[src/hdl/ctc_rule_check.sv]
// Range comparator for one rule dimension, shared by every bound check of a leaf scan.
// Depends on nothing.
module ctc_rule_check (
	input logic [31:0] low,
	input logic [31:0] high,
	input logic [31:0] key,
	output logic covers
);
	assign covers = (low <= key) && (high >= key);
endmodule

[config.mk]
export PLATFORM = sky130hd
export DESIGN_NAME = ctc_rule_check
export DESIGN_NICKNAME = d
export VERILOG_FILES = /design/src/hdl/ctc_rule_check.sv
export SDC_FILE = /design/constraint.sdc
export NUM_CORES = 1
export LEC_CHECK = 0
export BUFFER_PORTS_ARGS = -buffer_cell sky130_fd_sc_hd__buf_2
export CAP_MARGIN = 5
export CORE_MARGIN = 2
export CORE_UTILIZATION = 45
export DETAILED_ROUTE_END_ITERATION = 6
export PLACE_DENSITY_LB_ADDON = 0.08
export REMOVE_ABC_BUFFERS = 1
export SYNTH_ARGS = -nofsm -noshare
export SYNTH_HDL_FRONTEND = slang
export SYNTH_SLANG_ARGS = --single-unit
[constraint.sdc]
create_clock -name vclk -period 2.18
set_input_delay 0.109 -clock vclk [all_inputs]
set_output_delay 0.109 -clock vclk [all_outputs]
set_load 0.01 [all_outputs]
[Yosys cells after proc, flatten, opt, wreduce, memory -nomap -nowiden]
Index checks and enable logic that the tools add are counted.
Word-level totals
  bits in registers: 0
  input bits: 96
  output and inout port bits: 1
  logic and storage cells: 3
Operators by class
  magnitude comparators: 2
  reduce and logical (&&, ||, !) cells: 1
Operators with widths (number)
  32-bit greater-or-equal comparator: 1
  32-bit less-or-equal comparator: 1
  1-bit logical AND: 1

[Logic depth before layout (Yosys ltp)]
  depth in word-level cells: 2
  mapped depth: 8
  gate-level depth less buffers: 8

[Worst setup path after synthesis]
Ideal clock, no wire load.
  kind: input port to output port
  start point: input key[14]
  end point: output covers
  data arrival time: 1.655 ns
  required time: 2.071 ns
  slack: 0.416 ns
  cell stages on the path: 8
  buffers on the path: 0
  cell sequence: inv_1 -> ha_1 -> a21oi_2 -> nand2_1 -> a221o_1 -> or3_1 -> a21o_1 -> a22oi_2
Between the ends
  cells in the longest elaborated chain, start to end: 2
  elaborated cells between the ends (all ways): 3
  classes of those cells: order compare: 2; reduce/logical: 1
RTL lines
  from (decl): RTL line 6  | input logic [31:0] key,
  32-bit less-or-equal comparator / 32-bit greater-or-equal comparator (equally long branches): RTL line 9  | assign covers = (low <= key) && (high >= key);
  1-bit logical AND (*): RTL line 9
  to (decl): RTL line 7  | output logic covers
Every way passes the cells marked *; elsewhere a longest branch is shown, timed or not.

[Worst setup path in the final report]
Ends and elaborated chain as after synthesis.

==> impl_metrics.tcl <==
set metrics [dict create \
    post-route-drc-count 0 \
    core_um2 3100 \
    post-route-util_pct 65.2 \
    synth_cells 193 \
    yosysSeqAreaShare_pct 0 \
    p_seq_share_pct 0 \
    hold_path.class "input port to output pin" \
    nFillCells 330 \
    initial_utilization_pct 47.8 \
    die_h_um 61.4 \
    hold_viol_final 0 \
    power.switching_uw 157 \
    avgSynthCellArea_um2 7.68 \
    hold_path_startpoint "low[31]" \
    yosysUniqueCellTypes 28 \
    seqCellArea_um2 0 \
    drive_above_1_share_pct 34.8 \
    synth.most_common_cell "ha_1" \
    nNetsFinal 452 \
    drv_cap 0 \
    min_path_cells 7 \
    timing.critical_path.slowest_stage_cell "or3_1" \
    setup_viol 0 \
    synthXorXnorAreaFrac_pct 0 \
    grt_setup_unrepaired "no" \
    worst-setup-path-type "input port to output pin" \
    port_buffers 97 \
    vias 1678 \
    crit_chain "buf_2, inv_1, ha_1, a21oi_2, nand2_1, a221o_1, or3_1, a21o_1, a22oi_2, buf_2" \
    synthMuxAreaShare_pct 0 \
    yosys_warnings 0 \
    synth-simple-area-share_pct 16.1 \
    fmax_mhz 491 \
    fin_cells 334 \
    netlist_area_um2 1480 \
    crit_path_frequent_cell "buf_2" \
    num_io_pins 97 \
    status "completed" \
    ant_nets 0 \
    synth_compound_area_share_pct 21.3 \
    p_int_uw 171 \
    antenna_found_initial 0 \
    combPwrFrac_pct 100.0 \
    relSlewSlack_pct 78.1 \
    overflow 0 \
    maxSlewViolCount 0 \
    flops_and_latches 0 \
    clockPowerShare_pct 0 \
    post-dp-hpwl_um 3420 \
    clockBufferCount 0 \
    grt_start_max_net_pins 5 \
    max_stage_delay_ps 390 \
    track_usage_pct 18.9 \
    synthAdderAreaFrac_pct 54.0 \
    grt_pass1_vias 1500 \
    synthTopCellsByCount "64 x ha_1, 34 x inv_1, 22 x a21oi_1" \
    via_per_inst 5.02 \
    gp_congestion 0.800 \
    min_period_ps 2040 \
    cp-start-kind "input port" \
    fin_crit_sh_pct 93.4 \
    netlist.area_leader.share_pct 54.0 \
    worstPathRequired_ps 2070 \
    fp-row-count 20 \
    end_kind "output pin" \
    p_leak_nw 1.24 \
    setup_tns_ps 0 \
    hold_ws_ps 849 \
    worstMarginPinSlew_ps 321 \
    crit_arrival_ps 1930 \
    drt_iter0_drc 12 \
    avgRoutedWirePerCell_um 10.6 \
    crit_buf_inv 3 \
    powerDensity_nw_per_um2 162 \
    firstDrtPassIters 4 \
    synth_top_family_by_area "adder cells" \
    netlist_top_cells_area "ha_1 54%, inv_1 8.6%, a21oi_1 7.4%" \
    fp.dieArea_um2 3770 \
    p_sw_share_pct 47.8 \
    dp.cells 334 \
    grt_pass1_wl_um 5640 \
    ir_worst_vdd_mv 0.0688 \
    yosys.area.top_type "ha_1" \
    power_uw 328 \
    area_delta_synth_final_pct 36.5 \
    min_to "covers" \
    n_antenna_cell 0 \
    cp_top_family "compound AO/OA/AOI/OAI gates" \
    route.final.wire_length_um 3550 \
    die_w_um 61.4 \
    cp_max_fo 3 \
]
-- layout make-up --
type	count	area (um2)	area share, %
inverter	34	128	6.30
multi-input combinational	159	1360	67.0
tap	44	55.1	2.72
timing repair buffer	97	485	24.0
-- cell usage in the layout, fill, tap and decap left out --
cell / count
inv_1: 34
a211oi_1: 2
and4_1: 2
buf_2: 97
a21oi_1: 22
o311ai_1: 1
a2111oi_0: 1
o2111ai_1: 1
nand2b_1: 1
ha_1: 64
nand4_1: 12
nor4_1: 1
or3_1: 1
a221o_1: 1
nor3_1: 2
a22oi_2: 1
nor3_2: 1
nand2_1: 13
nor2b_1: 2
o21ai_0: 5
a311oi_1: 1
a21oi_2: 1
a2111oi_1: 1
a21o_1: 7
nor2_1: 7
a211o_1: 1
o211ai_1: 1
a221o_2: 1
o21ai_1: 2
nand3_1: 4
-- cell families (layout without fill, tap and decap cells) --
kind of cell | Yosys count | after routing
AND/OR/NAND/NOR | 46 | 46
AO/OA/AOI/OAI | 49 | 49
buffers and inverters | 34 | 131
adder cells (fa/ha/maj) | 64 | 64
-- worst min-delay path: stages --
cell	delay (ps)
buf_2	80
ha_1	130
nor3_1	50
o2111ai_1	80
a21o_1	100
a22oi_2	50
buf_2	140
-- per-stage QoR --
| step | area (um2) | setup WS (ps) |
|---|---|---|
| 3_5_place_dp | 2020 | 148 |
| 5_1_grt | 2020 | 44.1 |
| 4_1_cts | 2020 | 146 |
| 2_1_floorplan | 1480 | 416 |
| 3_3_place_gp | 2020 | 172 |
| 6_report | 2020 | 143 |
-- worst max path at each step --
stage,start,endpoint,slack [ps],depth (start not counted)
final,key[14],covers,140,10
after global routing,high[0],covers,40,10
after global placement,high[0],covers,170,10
after floorplan,key[14],covers,420,8
after CTS,key[14],covers,150,10
after detailed placement,key[14],covers,150,10
-- power by group through the flow --
stage | Combinational [mW] | Clock, mW | Sequential [mW]
global placement | 0.326 | 0 | 0
detailed placement | 0.331 | 0 | 0
finish | 0.328 | 0 | 0
global route | 0.389 | 0 | 0
CTS | 0.333 | 0 | 0
floorplan | 0.196 | 0 | 0
-- timing repair --
item                                    4_1_cts  5_1_grt
buffers inserted                              0        0
hold buffers                                  0        0
resized for setup                             0        1
endpoints found under the setup margin        0        1
-- layer usage --
layer | wire, um | part of all wire (%) | vias to the layer above | track usage (%)
li1 | - | - | 914 | -
met1 | 1400 | 39 | 714 | 21.1
met2 | 1880 | 53 | 50 | 40.0
met3 | 263 | 7.4 | 0 | 1.89
met4 | 0 | 0 | 0 | 0
met5 | 0 | 0 | - | 0
(Power assumes the default switching activity.)
